==> config.mk <==
export PLATFORM = sky130hd
export DESIGN_NAME = crc_packet_deframer
export DESIGN_NICKNAME = d
export VERILOG_FILES = /design/src/design/cpd_pkg.sv /design/src/design/cpd_regs.sv /design/src/design/cpd_parser.sv /design/src/design/cpd_out_reg.sv /design/src/design/crc_packet_deframer.sv
export VERILOG_INCLUDE_DIRS = /design/src /design/src/design
export SDC_FILE = /design/constraint.sdc
export NUM_CORES = 1
export LEC_CHECK = 0
export ABC_AREA = 1
export ABC_CLOCK_PERIOD_IN_PS = 3600
export BUFFER_PORTS_ARGS = -buffer_cell sky130_fd_sc_hd__buf_2
export CAP_MARGIN = 20
export CORE_ASPECT_RATIO = 0.5
export CORE_UTILIZATION = 54
export DETAILED_ROUTE_END_ITERATION = 10
export PLACE_DENSITY = 0.76
export SLEW_MARGIN = 20
export SYNTH_ARGS = -nofsm -noshare
export SYNTH_HDL_FRONTEND = slang
export SYNTH_SLANG_ARGS = --single-unit
==> constraint.sdc <==
create_clock -name aclk -period 3.6 [get_ports aclk]
set_input_delay 0.54 -clock aclk [delete_from_list [all_inputs] [get_ports aclk]]
set_output_delay 0.54 -clock aclk [all_outputs]
set_load 0.03 [all_outputs]
==> src/design/assert_macros.svh <==
// assertion helpers shared by the parser and the output register
`ifndef ASSERT_MACROS_SVH
`define ASSERT_MACROS_SVH

// expression holds at every clock edge outside reset
`define ASSERT_ALWAYS(lbl, clk, rst_n, expr) \
    lbl: assert property (@(posedge clk) disable iff (!rst_n) (expr)) \
        else $error("assertion failed");

// antecedent at one edge implies the consequent at the same edge
`define ASSERT_IMPLY(lbl, clk, rst_n, pre, post) \
    lbl: assert property (@(posedge clk) disable iff (!rst_n) (pre) |-> (post)) \
        else $error("assertion failed");

// antecedent at one edge implies the consequent at the next edge
`define ASSERT_NEXT(lbl, clk, rst_n, pre, post) \
    lbl: assert property (@(posedge clk) disable iff (!rst_n) (pre) |=> (post)) \
        else $error("assertion failed");

`endif

==> src/design/cpd_pkg.sv <==
package cpd_pkg;

    // register map, index is paddr[2]
    localparam int unsigned ADDR_W = 3;
    localparam logic REG_START_MARKER = 1'b0;
    localparam logic REG_END_MARKER   = 1'b1;

    localparam logic [7:0] START_MARKER_RST = 8'hAA;
    localparam logic [7:0] END_MARKER_RST   = 8'hBB;

    // crc-16/ccitt-false
    localparam logic [15:0] CRC_POLY = 16'h1021;
    localparam logic [15:0] CRC_INIT = 16'hFFFF;

    // result kinds
    localparam logic KIND_PAYLOAD = 1'b0;
    localparam logic KIND_STATUS  = 1'b1;

    // frame status codes
    localparam logic [1:0] ST_OK     = 2'd0;
    localparam logic [1:0] ST_BADCRC = 2'd1;
    localparam logic [1:0] ST_BADEND = 2'd2;

    localparam int unsigned OUT_DATA_W = 40;

    typedef enum logic [6:0] {
        PH_START   = 7'b0000001,
        PH_LENGTH  = 7'b0000010,
        PH_COMMAND = 7'b0000100,
        PH_PAYLOAD = 7'b0001000,
        PH_CRC_HI  = 7'b0010000,
        PH_CRC_LO  = 7'b0100000,
        PH_END     = 7'b1000000
    } phase_t;

    // one result item
    typedef struct packed {
        logic       kind;
        logic [7:0] payload_byte;
        logic [7:0] payload_index;
        logic [7:0] frame_command;
        logic [7:0] frame_length;
        logic [1:0] frame_status;
    } result_t;

    // marker settings handed from the register block
    typedef struct packed {
        logic [7:0] start_marker;
        logic [7:0] end_marker;
    } cfg_t;

    // one byte through the crc, msb first
    function automatic logic [15:0] crc16_byte(input logic [15:0] c, input logic [7:0] b);
        logic [15:0] v;
        v = c ^ {b, 8'h00};
        for (int k = 0; k < 8; k++) begin
            v = v[15] ? ({v[14:0], 1'b0} ^ CRC_POLY) : {v[14:0], 1'b0};
        end
        return v;
    endfunction

endpackage

==> src/design/cpd_regs.sv <==
module cpd_regs
    import cpd_pkg::*;
(
    input  logic              aclk,
    input  logic              aresetn,
    input  logic              psel,
    input  logic              penable,
    input  logic              pwrite,
    input  logic [ADDR_W-1:0] paddr,
    input  logic [31:0]       pwdata,
    output logic [31:0]       prdata,
    output logic              pready,
    output cfg_t              cfg
);

    logic [7:0] start_reg;
    logic [7:0] start_next;
    logic [7:0] end_reg;
    logic [7:0] end_next;
    logic       wr_en;
    logic       reg_sel;

    assign pready  = 1'b1;
    assign wr_en   = psel & penable & pwrite & pready;
    assign reg_sel = paddr[2];

    // register writes, byte offset within a word is ignored
    always_comb begin
        start_next = start_reg;
        end_next   = end_reg;
        if (wr_en) begin
            case (reg_sel)
                REG_START_MARKER: start_next = pwdata[7:0];
                REG_END_MARKER:   end_next   = pwdata[7:0];
                default:          start_next = start_reg;
            endcase
        end
    end

    always_ff @(posedge aclk) begin
        if (!aresetn) begin
            start_reg <= START_MARKER_RST;
            end_reg   <= END_MARKER_RST;
        end else begin
            start_reg <= start_next;
            end_reg   <= end_next;
        end
    end

    // read back
    always_comb begin
        case (reg_sel)
            REG_START_MARKER: prdata = {24'd0, start_reg};
            REG_END_MARKER:   prdata = {24'd0, end_reg};
            default:          prdata = 32'd0;
        endcase
    end

    assign cfg.start_marker = start_reg;
    assign cfg.end_marker   = end_reg;

endmodule

==> src/design/cpd_parser.sv <==
`include "assert_macros.svh"

module cpd_parser
    import cpd_pkg::*;
(
    input  logic       aclk,
    input  logic       aresetn,
    input  cfg_t       cfg,
    input  logic       s_tvalid,
    output logic       s_tready,
    input  logic [7:0] s_tdata,
    input  logic       out_free,
    output logic       res_load,
    output result_t    res
);

    logic       in_vld_reg;
    logic       in_vld_next;
    logic [7:0] in_byte_reg;
    logic       adv;

    phase_t      phase_reg;
    phase_t      phase_next;
    logic [7:0]  len_reg;
    logic [7:0]  len_next;
    logic [7:0]  cmd_reg;
    logic [7:0]  cmd_next;
    logic [7:0]  cnt_reg;
    logic [7:0]  cnt_next;
    logic [15:0] crc_reg;
    logic [15:0] crc_next;
    logic [15:0] rxcrc_reg;
    logic [15:0] rxcrc_next;
    logic [15:0] crc_upd;
    logic [7:0]  cnt_inc;
    logic        res_vld;

    // input register, drained whenever the result side can take an item
    assign adv      = in_vld_reg & out_free;
    assign s_tready = ~in_vld_reg | adv;

    always_comb begin
        in_vld_next = in_vld_reg;
        if (s_tvalid && s_tready) begin
            in_vld_next = 1'b1;
        end else if (adv) begin
            in_vld_next = 1'b0;
        end
    end

    always_ff @(posedge aclk) begin
        if (!aresetn) begin
            in_vld_reg <= 1'b0;
        end else begin
            in_vld_reg <= in_vld_next;
        end
    end

    always_ff @(posedge aclk) begin
        if (s_tvalid && s_tready) begin
            in_byte_reg <= s_tdata;
        end
    end

    assign crc_upd = crc16_byte(crc_reg, in_byte_reg);
    assign cnt_inc = cnt_reg + 8'd1;

    // frame parser, one byte per advance
    always_comb begin
        phase_next = phase_reg;
        len_next   = len_reg;
        cmd_next   = cmd_reg;
        cnt_next   = cnt_reg;
        crc_next   = crc_reg;
        rxcrc_next = rxcrc_reg;
        res_vld    = 1'b0;
        res.kind          = KIND_PAYLOAD;
        res.payload_byte  = 8'd0;
        res.payload_index = 8'd0;
        res.frame_command = cmd_reg;
        res.frame_length  = len_reg;
        res.frame_status  = ST_OK;
        case (phase_reg)
            PH_LENGTH: begin
                len_next   = in_byte_reg;
                crc_next   = crc_upd;
                phase_next = PH_COMMAND;
            end
            PH_COMMAND: begin
                cmd_next   = in_byte_reg;
                crc_next   = crc_upd;
                cnt_next   = 8'd0;
                phase_next = (len_reg != 8'd0) ? PH_PAYLOAD : PH_CRC_HI;
            end
            PH_PAYLOAD: begin
                crc_next          = crc_upd;
                res_vld           = 1'b1;
                res.payload_byte  = in_byte_reg;
                res.payload_index = cnt_reg;
                cnt_next          = cnt_inc;
                if (cnt_inc == len_reg) begin
                    phase_next = PH_CRC_HI;
                end
            end
            PH_CRC_HI: begin
                rxcrc_next = {in_byte_reg, 8'd0};
                phase_next = PH_CRC_LO;
            end
            PH_CRC_LO: begin
                rxcrc_next = {rxcrc_reg[15:8], in_byte_reg};
                phase_next = PH_END;
            end
            PH_END: begin
                res_vld  = 1'b1;
                res.kind = KIND_STATUS;
                if (in_byte_reg != cfg.end_marker) begin
                    res.frame_status = ST_BADEND;
                end else if (crc_reg != rxcrc_reg) begin
                    res.frame_status = ST_BADCRC;
                end else begin
                    res.frame_status = ST_OK;
                end
                phase_next = PH_START;
            end
            default: begin
                // hunting for the start marker
                phase_next = PH_START;
                if (in_byte_reg == cfg.start_marker) begin
                    crc_next   = CRC_INIT;
                    phase_next = PH_LENGTH;
                end
            end
        endcase
    end

    assign res_load = adv & res_vld;

    always_ff @(posedge aclk) begin
        if (!aresetn) begin
            phase_reg <= PH_START;
            len_reg   <= 8'd0;
            cmd_reg   <= 8'd0;
            cnt_reg   <= 8'd0;
            crc_reg   <= CRC_INIT;
            rxcrc_reg <= 16'd0;
        end else if (adv) begin
            phase_reg <= phase_next;
            len_reg   <= len_next;
            cmd_reg   <= cmd_next;
            cnt_reg   <= cnt_next;
            crc_reg   <= crc_next;
            rxcrc_reg <= rxcrc_next;
        end
    end

    // results come only from payload or end positions
    `ASSERT_IMPLY(a_res_phase, aclk, aresetn, res_load, (phase_reg == PH_PAYLOAD) || (phase_reg == PH_END))
    // payload counter stays below the announced length
    `ASSERT_IMPLY(a_cnt_range, aclk, aresetn, phase_reg == PH_PAYLOAD, cnt_reg < len_reg)
    // a status item sends the parser back to hunting
    `ASSERT_NEXT(a_end_to_start, aclk, aresetn, adv && (phase_reg == PH_END), phase_reg == PH_START)
    // crc is seeded when a frame opens
    `ASSERT_NEXT(a_crc_seed, aclk, aresetn, adv && (phase_next == PH_LENGTH), crc_reg == CRC_INIT)

endmodule

==> src/design/cpd_out_reg.sv <==
`include "assert_macros.svh"

module cpd_out_reg
    import cpd_pkg::*;
(
    input  logic                  aclk,
    input  logic                  aresetn,
    input  logic                  load,
    input  result_t               res,
    output logic                  out_free,
    output logic                  m_tvalid,
    input  logic                  m_tready,
    output logic [OUT_DATA_W-1:0] m_tdata,
    output logic                  m_tuser
);

    logic    vld_reg;
    logic    vld_next;
    result_t res_reg;

    assign out_free = ~vld_reg | m_tready;

    // result register valid flag
    always_comb begin
        vld_next = vld_reg;
        if (load) begin
            vld_next = 1'b1;
        end else if (m_tready) begin
            vld_next = 1'b0;
        end
    end

    always_ff @(posedge aclk) begin
        if (!aresetn) begin
            vld_reg <= 1'b0;
        end else begin
            vld_reg <= vld_next;
        end
    end

    always_ff @(posedge aclk) begin
        if (load) begin
            res_reg <= res;
        end
    end

    assign m_tvalid = vld_reg;
    assign m_tuser  = res_reg.kind;
    assign m_tdata  = {6'd0, res_reg.frame_status, res_reg.frame_length,
                       res_reg.frame_command, res_reg.payload_index, res_reg.payload_byte};

    // a new result never overwrites one still waiting
    `ASSERT_IMPLY(a_no_overwrite, aclk, aresetn, load, !vld_reg || m_tready)

endmodule

==> src/design/crc_packet_deframer.sv <==
// channel  | ports              | contents
// ---------+--------------------+------------------------------------------------
// rx in    | s_tvalid/tready    | s_tdata: rx_byte
// result   | m_tvalid/tready    | m_tdata: payload_byte, payload_index,
//          |                    |   frame_command, frame_length, frame_status;
//          |                    | m_tuser: kind
// config   | apb psel/penable   | reg 0 start_marker @0x0, reg 1 end_marker @0x4
//
// one item per cycle sustained while the result register is not stalled; a byte
// waits in the input register and any result of it is loaded into the result register.
// the byte-wide crc update and phase change sit between the two registers.
// a stalled result register stops the parser and, once the input register
// is full, s_tready drops. synchronous active-low reset, no clearing pass.
module crc_packet_deframer
    import cpd_pkg::*;
(
    input  logic                  aclk,
    input  logic                  aresetn,
    // apb configuration
    input  logic                  psel,
    input  logic                  penable,
    input  logic                  pwrite,
    input  logic [ADDR_W-1:0]     paddr,
    input  logic [31:0]           pwdata,
    output logic [31:0]           prdata,
    output logic                  pready,
    // received bytes
    input  logic                  s_tvalid,
    output logic                  s_tready,
    input  logic [7:0]            s_tdata,   // [7:0] rx_byte
    // results
    output logic                  m_tvalid,
    input  logic                  m_tready,
    output logic [OUT_DATA_W-1:0] m_tdata,   // [7:0] payload_byte, [15:8] payload_index,
                                             // [23:16] frame_command, [31:24] frame_length,
                                             // [33:32] frame_status, [39:34] zero
    output logic                  m_tuser    // [0] kind
);

    cfg_t    cfg;
    logic    out_free;
    logic    res_load;
    result_t res;

    cpd_regs u_regs (
        .aclk    (aclk),
        .aresetn (aresetn),
        .psel    (psel),
        .penable (penable),
        .pwrite  (pwrite),
        .paddr   (paddr),
        .pwdata  (pwdata),
        .prdata  (prdata),
        .pready  (pready),
        .cfg     (cfg)
    );

    cpd_parser u_parser (
        .aclk     (aclk),
        .aresetn  (aresetn),
        .cfg      (cfg),
        .s_tvalid (s_tvalid),
        .s_tready (s_tready),
        .s_tdata  (s_tdata),
        .out_free (out_free),
        .res_load (res_load),
        .res      (res)
    );

    cpd_out_reg u_out (
        .aclk     (aclk),
        .aresetn  (aresetn),
        .load     (res_load),
        .res      (res),
        .out_free (out_free),
        .m_tvalid (m_tvalid),
        .m_tready (m_tready),
        .m_tdata  (m_tdata),
        .m_tuser  (m_tuser)
    );

endmodule
**Word level (Yosys, flattened, before mapping)**

Cells that the tools add are included.

- Output and inout bits: 76
- Input bits: 50
- Bits in registers: 124
- Word-level logic and storage cells: 97

- Reductions and logical operators: 20
- Mux-type cells: 25
- Add/sub/neg operators: 1
- Equality and inequality tests: 11
- Bitwise gates (word level): 21

Operators by type and width:

| kind | count |
|---|---|
| $mux W13 | 8 |
| $pmux W16 S2 | 2 |
| $pmux W32 S2 | 1 |
| $pmux W7 S6 | 1 |
| $not A3 Y3 | 8 |
| $eq A8 B8 Y1 | 2 |
| $mux W16 | 1 |
| $ne A16 B16 Y1 | 1 |
| $pmux W8 S2 | 1 |
| $xor A16 B16 Y16 | 1 |
| $reduce_and A2 Y1 | 7 |
| $reduce_bool A2 Y1 | 5 |
| $add A8 B1 Y8 const B | 1 |
| $ne A8 B8 Y1 | 1 |
| $reduce_bool A8 Y1 | 1 |
| $eq A7 B2 Y1 const B | 1 |
| $eq A7 B3 Y1 const B | 1 |
| $eq A7 B4 Y1 const B | 1 |
| $eq A7 B5 Y1 const B | 1 |
| $eq A7 B6 Y1 const B | 1 |
| $eq A7 B7 Y1 const B | 1 |
| $mux W1 | 7 |
| $mux W7 | 1 |
| $not A1 Y1 | 6 |
| other kinds (9) | 17 |

**Depth between registers and ports, before layout**

Gate-level depths: netlist (run 1).

- Depth after elaboration: 18
- Gate-level depth with buffers: 14
- Mapped depth without buffers: 14

**Modules after synthesis**

From an unflattened synthesis (run 1), not the netlist that was laid out.

- Cells, all modules: 703
- Area total of the unflattened synthesis: 5,944.5 um2

By module, submodules not included:

| module | cells each | area each (um2) | instances | seq. area each (um2) |
|---|---|---|---|---|
| cpd_parser | 517 | 3,862.5 | 1 | 1,521.5 |
| cpd_out_reg | 48 | 1,146.1 | 1 | 1,071.0 |
| cpd_regs | 138 | 935.9 | 1 | 320.3 |

**Least setup slack after synthesis (run 1)**

Ideal clock, no wire load.

- Path type: reg2reg
- From: reg u_parser.phase_reg[0]
- To: reg u_out.res_reg (netlist bit u_out.m_tdata[0]), enable pin
- Arrival time: 2.679 ns
- Slack: 0.480 ns
- Cell stages (with the launch flop): 7
- Required time: 3.160 ns
- Buffers on the path: 1
- Period minus slack after synthesis: 3.120 ns
- Setup time: 0.440 ns
- Path through: dfxtp_1 nor2_1 inv_1 nor3_1 nand2_1 buf_4 a21oi_1

- Word-level cells in the longest chain between the ends: 4
- Elaborated cells on any way between the ends: 5
- Classes of those cells: 2 x eq/ne; 1 x mux; 1 x bitwise; 1 x reduce/logical

Ends and longest elaborated chain:

| what | line | source |
|---|---|---|
| from (decl) | cpd_parser.sv:22 | `phase_t phase_reg;` |
| from (signal assigned) | cpd_parser.sv:147 | `phase_reg <= phase_next;` |
| $eq A7 B4 Y1 or $eq A7 B7 Y1 (tied branches) | cpd_parser.sv:83 | `case (phase_reg)` |
| $reduce_or A2 Y1 (no source line) (*) | n/a |  |
| $mux W1 (*) | cpd_parser.sv:83 |  |
| $and A1 B1 Y1 (*) | cpd_parser.sv:136 | `assign res_load = adv & res_vld;` |
| net res_load | crc_packet_deframer.sv:42 | `logic res_load;` |
| to (signal assigned) | cpd_out_reg.sv:43 | `res_reg <= res;` |
| to (decl) | cpd_out_reg.sv:19 | `result_t res_reg;` |

Mark *: on every way through the listed nets, which the timed path passes. The rest lies on a longest branch.
A chain may end at the register's enable or synchronous reset.

**Worst setup path in the final report (run 1)**

- From: reg u_parser.phase_reg[0]
- To: reg u_out.res_reg (netlist bit u_out.m_tdata[32]), enable pin

Same word-level chain as after synthesis.

==> results of run 1 <==
[worst reg2reg max path, delay by kind of cell (launching register included)]
family,cells,cell delay (ns)
flops,1,0.32
simple gates,3,0.47
buf+inv,3,0.76
compound gates,1,0.35
[placed cells by master (no fill, tap or decap), types with 7 or more instances in the layout]
master and n:
edfxtp_1 43, buf_2 68, o211ai_1 7, nand2_1 161, nor2_1 53, dfxtp_1 81, xnor2_1 19, nand3_1 51
nand2_2 7, conb_1 31, xor2_1 23, clkbuf_16 17, a21oi_1 59, o21ai_0 35, inv_1 51
[path summary, 6_finish.rpt]
| path | cells past startpoint | start | end | slack [ns] |
|---|---|---|---|---|
| hold / removal | 1 | s_tdata[0] | u_parser.in_byte_reg[0] | 0.30 |
| hold reg to reg | 0 | u_parser.cmd_reg[5] | u_out.m_tdata[21] | 0.43 |
| setup / recovery | 7 | u_parser.phase_reg[0] | u_out.m_tdata[32] | 1.37 |
| setup reg to reg | 7 | u_parser.phase_reg[0] | u_out.m_tdata[32] | 1.37 |
[stage by stage]
stage | worst slack [ns] | hold WS (ns) | utilization (%)
finish | 1.37 | 0.300 | 64.7
global route | 1.17 | 0.294 | 64.7
CTS | 1.36 | 0.286 | 64.7
detailed placement | 1.44 | 0.412 | 59.1
global placement | 1.47 | 0.410 | 59.1
floorplan | 0.480 | 0.403 | -
[power by group through the flow]
stage                     combinational [mW]  clock (mW)  sequential [mW]
after global routing                   0.217        1.77             1.50
after CTS                              0.196        1.70             1.50
after floorplan                        0.196           0             1.50
after detailed placement               0.194           0             1.53
final                                  0.197        1.69             1.50
after global placement                 0.191           0             1.53
[final cells by class]
cell class	count	area, sq um	share of cell area [%]
clock inverters	13	151	2.28
well taps	140	175	2.63
clock buffers	18	429	6.45
inverters	57	214	3.22
multi-input cells	481	2380	35.8
repair buffers	74	385	5.79
flip-flops and latches	124	2910	43.8
[metal layers]
metal | track usage [%] | vias up | part of all wire, %
met5 | 0 | - | 0
met4 | 10.7 | 0 | 1.9
met3 | 6.36 | 30 | 6.4
met2 | 40.5 | 176 | 46
met1 | 31.4 | 2196 | 46
li1 | - | 2330 | -
[cell families (layout without fill, tap and decap cells)]
| kind of cell | count (synthesis) | in the layout | share of synthesized area, % |
|---|---|---|---|
| AND/OR/NAND/NOR | 299 | 299 | 22.5 |
| AO/OA/AOI/OAI | 107 | 107 | 9.82 |
| adder cells (fa/ha/maj) | 1 | 1 | 0.217 |
| flip-flops | 124 | 124 | 50.6 |
| XOR/XNOR | 43 | 43 | 6.67 |
| other | 2 | 31 | 0.130 |
| buffers and inverters | 114 | 162 | 10.2 |
==> flow_summary.ini, run 1 <==
[worst_setup_path]
slowest_delay_ns = 0.41
cpLargestDelayFamily = buffers and inverters
endpoint_kind = register
crit_path_top_delay_cell = buf_4
cp.arrival_ns = 2.31
cp_num_buf_inv = 3
crit_path_start_kind = register
path_cells = nor2_1 > inv_1 > nor3_1 > nand2_1 > buf_4 > a21oi_4 > buf_4
cp_common_cell = buf_4
worstPathMaxFanout = 29
cp.required_ns = 3.68
crit_type = reg2reg

[finish]
synthToLayoutAreaGrowth_pct = 15.4
n_antenna_cell = 0
layout.cells.non_filler = 907
largest_register_ffs = 34
fillers = 863
final_area_sq_mm = 0.00665
drive_gt1_share_pct = 16.7
fin_nets = 806

[yosys]
synth-seq-cells = 124
yosysMostFrequentCell = nand2_1
yosys.area.top_type = dfxtp_1
synth.distinct_cells = 39
synthTopCellsByArea = dfxtp_1 (28%), edfxtp_1 (22%), nand2_1 (10%)
synth_edf_count = 43
yosysSeqAreaShare_pct = 50.6
async_flop_share_pct = 0
ys_warn_count = 0
synthFlopType = dfxtp_1
syn_area_sq_mm = 0.00576
synthTopCellsByCount = nand2_1 (161), dfxtp_1 (81), a21oi_1 (60)
synthDominantCellAreaShare_pct = 28.1
synthCells = 690
syn_avg_cell_area_sq_um = 8.35

[global_route]
gr-total-overflow = 0
track_usage_pct = 24.6
antenna_found_initial = 0
grt_max_degree = 47
grt_pass1_wl_mm = 20.4
grt_pass1_vias = 4169

[placed_design]
io_buffers = 68
place.gp.congestion = 0.853
dpl.hpwl_mm = 8.57
place_inst = 876
dpl_cell_area_sq_mm = 0.00607

[worst_hold_path]
hp-class = in2reg

[sta]
rsz0062_at_grt = false
final_hold_viol_count = 0
period_needed_ns = 2.23
finalClockSkew_ns = 0.00883
slew_violations = 0
relSlewSlack_pct = 61.7
setup_viol = 0
post-route-period-util_pct = 62.0
fmax_ghz = 0.448
worst_pin_slew_ns = 0.574
setup_tns_ns = 0

[floorplan]
die_area_sq_mm = 0.0111
die_w_um = 148
die_h_um = 75.0
rows = 26
core_sq_mm = 0.0103
initial_core_util_pct = 56.0
ioPinCount = 126

[clock_tree]
htree_levels = 4
ctsResizeCount = 0
clk_pin_slew_ns = 0.05
postCtsSetupRepairBufs = 0
cts-root-buf = clkbuf_16
clk-insertion-delay-late_ns = 0.42
hold_buffers = 0
cts_buffers = 17
cts_sinks = 124
cts_tree = built
cts_buffer_depth = 2

[route]
final_antenna_net_count = 0
drt_iter0_drc = 400
via_count = 4732
wl_per_cell_um = 14.3
vias_per_cell = 5.22
first_pass_iters = 5
wl_mm = 12.9
drc = 0

[flow_run]
maxCapViolations = 0

[power]
clockPowerShare_pct = 49.8
pwr-share-seq_pct = 44.3
leakagePower_nw = 2.83
p_int_mw = 2.59
p_switching_mw = 0.796
pwr-share-comb_pct = 5.8
power_mw = 3.39
ir_drop_uv = 325
powerDensity_mw_per_mm2 = 509
swShare_pct = 23.5

[run_status]
status = finished clean
(Power assumes the default switching activity.)
==> run 2, diff against run 1 <==
- ABC_CLOCK_PERIOD_IN_PS: 3600 -> 2120
- clock period: 3.6 -> 2.12 ns (I/O delays scaled with it)
==> flow_summary.ini, run 2 (same netlist as run 1, synthesis figures left out) <==
[global_route]
grt_pass1_wl_mm = 20.8
grt_pass1_vias = 4349
grt_max_degree = 47
gr-total-overflow = 0
antenna_found_initial = 0
track_usage_pct = 24.7

[clock_tree]
hold_buffers = 0
htree_levels = 4
clk_pin_slew_ns = 0.05
cts-root-buf = clkbuf_16
postCtsSetupRepairBufs = 0
cts_buffers = 17
cts_tree = built
cts_buffer_depth = 2
cts_sinks = 124
clk-insertion-delay-late_ns = 0.41

[worst_setup_path]
cp.arrival_ns = 2.20
endpoint_kind = register
slowest_delay_ns = 0.32
cp.required_ns = 2.39
worstPathMaxFanout = 13
cp_num_buf_inv = 2
cpLargestDelayFamily = simple AND/OR/NAND/NOR gates
crit_path_top_delay_cell = dfxtp_1
cp_common_cell = nand3_1
crit_path_start_kind = register
crit_type = reg2reg
path_cells = nor2_1 > inv_1 > nor3_2 > nand3_1 > nand3_1 > nor2_1 > nand2_2 > inv_2 > o31ai_1 > nand3_1

[floorplan]
core_sq_mm = 0.0103
rows = 26
die_area_sq_mm = 0.0111
initial_core_util_pct = 56.0
ioPinCount = 126
die_h_um = 75.0
die_w_um = 148

[placed_design]
io_buffers = 68
dpl_cell_area_sq_mm = 0.00620
place.gp.congestion = 0.893
dpl.hpwl_mm = 9.05

[finish]
final_common_cell = nand2_1
final_cell_mix = nand2_1 (161), dfxtp_1 (81), buf_2 (68), a21oi_1 (59), nor2_1 (53)
n_antenna_cell = 0
synthToLayoutAreaGrowth_pct = 17.4
drive_gt1_share_pct = 18.0
final_area_sq_mm = 0.00677
fillers = 842
fin_nets = 822
final_util_pct = 65.8
largest_register_ffs = 34

[sta]
post-route-period-util_pct = 90.8
rsz0062_at_grt = false
holdWs_ns = 0.0801
worst_pin_slew_ns = 0.581
setup_viol = 0
slew_violations = 0
relSlewSlack_pct = 61.1
final_hold_viol_count = 0
fmax_ghz = 0.519
setup_tns_ns = 0
finalClockSkew_ns = 0.00719
period_needed_ns = 1.93

[power]
leakagePower_nw = 2.90
clockPowerShare_pct = 48.4
p_switching_mw = 1.32
swShare_pct = 23.3
pwr-share-seq_pct = 44.9
powerDensity_mw_per_mm2 = 834
p_int_mw = 4.33
pwr-share-comb_pct = 6.7
ir_drop_uv = 518

[worst_hold_path]
hp-class = in2reg

[route]
wl_mm = 13.1
via_count = 4848
drt_iter0_drc = 288
first_pass_iters = 5
wl_per_cell_um = 14.2
vias_per_cell = 5.25
drc = 0
final_antenna_net_count = 0

[run_status]
status = finished clean

[flow_run]
maxCapViolations = 0
-- run 2: timing repair --
item,4_1_cts,5_1_grt
resized for setup,0,2
endpoints found under the setup margin,0,8
endpoints found under the hold margin,0,0
-- run 2: metrics by stage --
step,setup WS [ns],power (mW),cells
floorplan,0.179,2.88,719
global placement,0.267,2.94,892
detailed placement,0.244,2.95,892
CTS,0.189,5.65,924
global route,0.0330,5.79,924
finish,0.195,5.64,924
-- run 2: path summary, 6_finish.rpt --
kind                                            start                      end  slack, ns  depth (start not counted)
worst min register to register    u_parser.cmd_reg[2]        u_out.m_tdata[18]       0.43                          0
worst max-delay path            u_parser.phase_reg[0]     u_parser.crc_reg[11]       0.19                         10
worst max register to register  u_parser.phase_reg[0]     u_parser.crc_reg[11]       0.19                         10
worst min-delay path                       s_tdata[1]  u_parser.in_byte_reg[1]       0.08                          1
-- run 2: per-layer routing --
layer,global-route usage (%),part of all wire (%),up-vias
met4,11.7,1.8,0
met3,5.70,7.0,28
met2,40.9,46,213
li1,-,-,2360
met1,31.3,45,2247
met5,0,0,-
-- run 2: worst register-to-register path: stages, from the launching register on --
cell	delay [ns]
dfxtp_1	0.32
nor2_1	0.16
inv_1	0.09
nor3_2	0.22
nand3_1	0.20
nand3_1	0.15
nor2_1	0.06
nand2_2	0.21
inv_2	0.16
o31ai_1	0.11
nand3_1	0.11
-- run 2: cell type report --
type                       instances  area [sq um]  share of cell area, %
timing repair buffer              90           518                   7.66
tap                              140           175                   2.59
clock inverter                    11           103                   1.52
multi-input combinational        481          2390                   35.4
inverter                          57           214                   3.16
sequential                       124          2910                   43.0
clock buffer                      21           450                   6.66
-- run 2: power groups by stage --
stage	Combinational, mW	Clock (mW)	Sequential, mW
4_1_cts	0.373	2.75	2.53
3_3_place_gp	0.364	0	2.58
5_1_grt	0.410	2.84	2.53
2_1_floorplan	0.333	0	2.54
3_5_place_dp	0.369	0	2.58
6_report	0.377	2.73	2.53
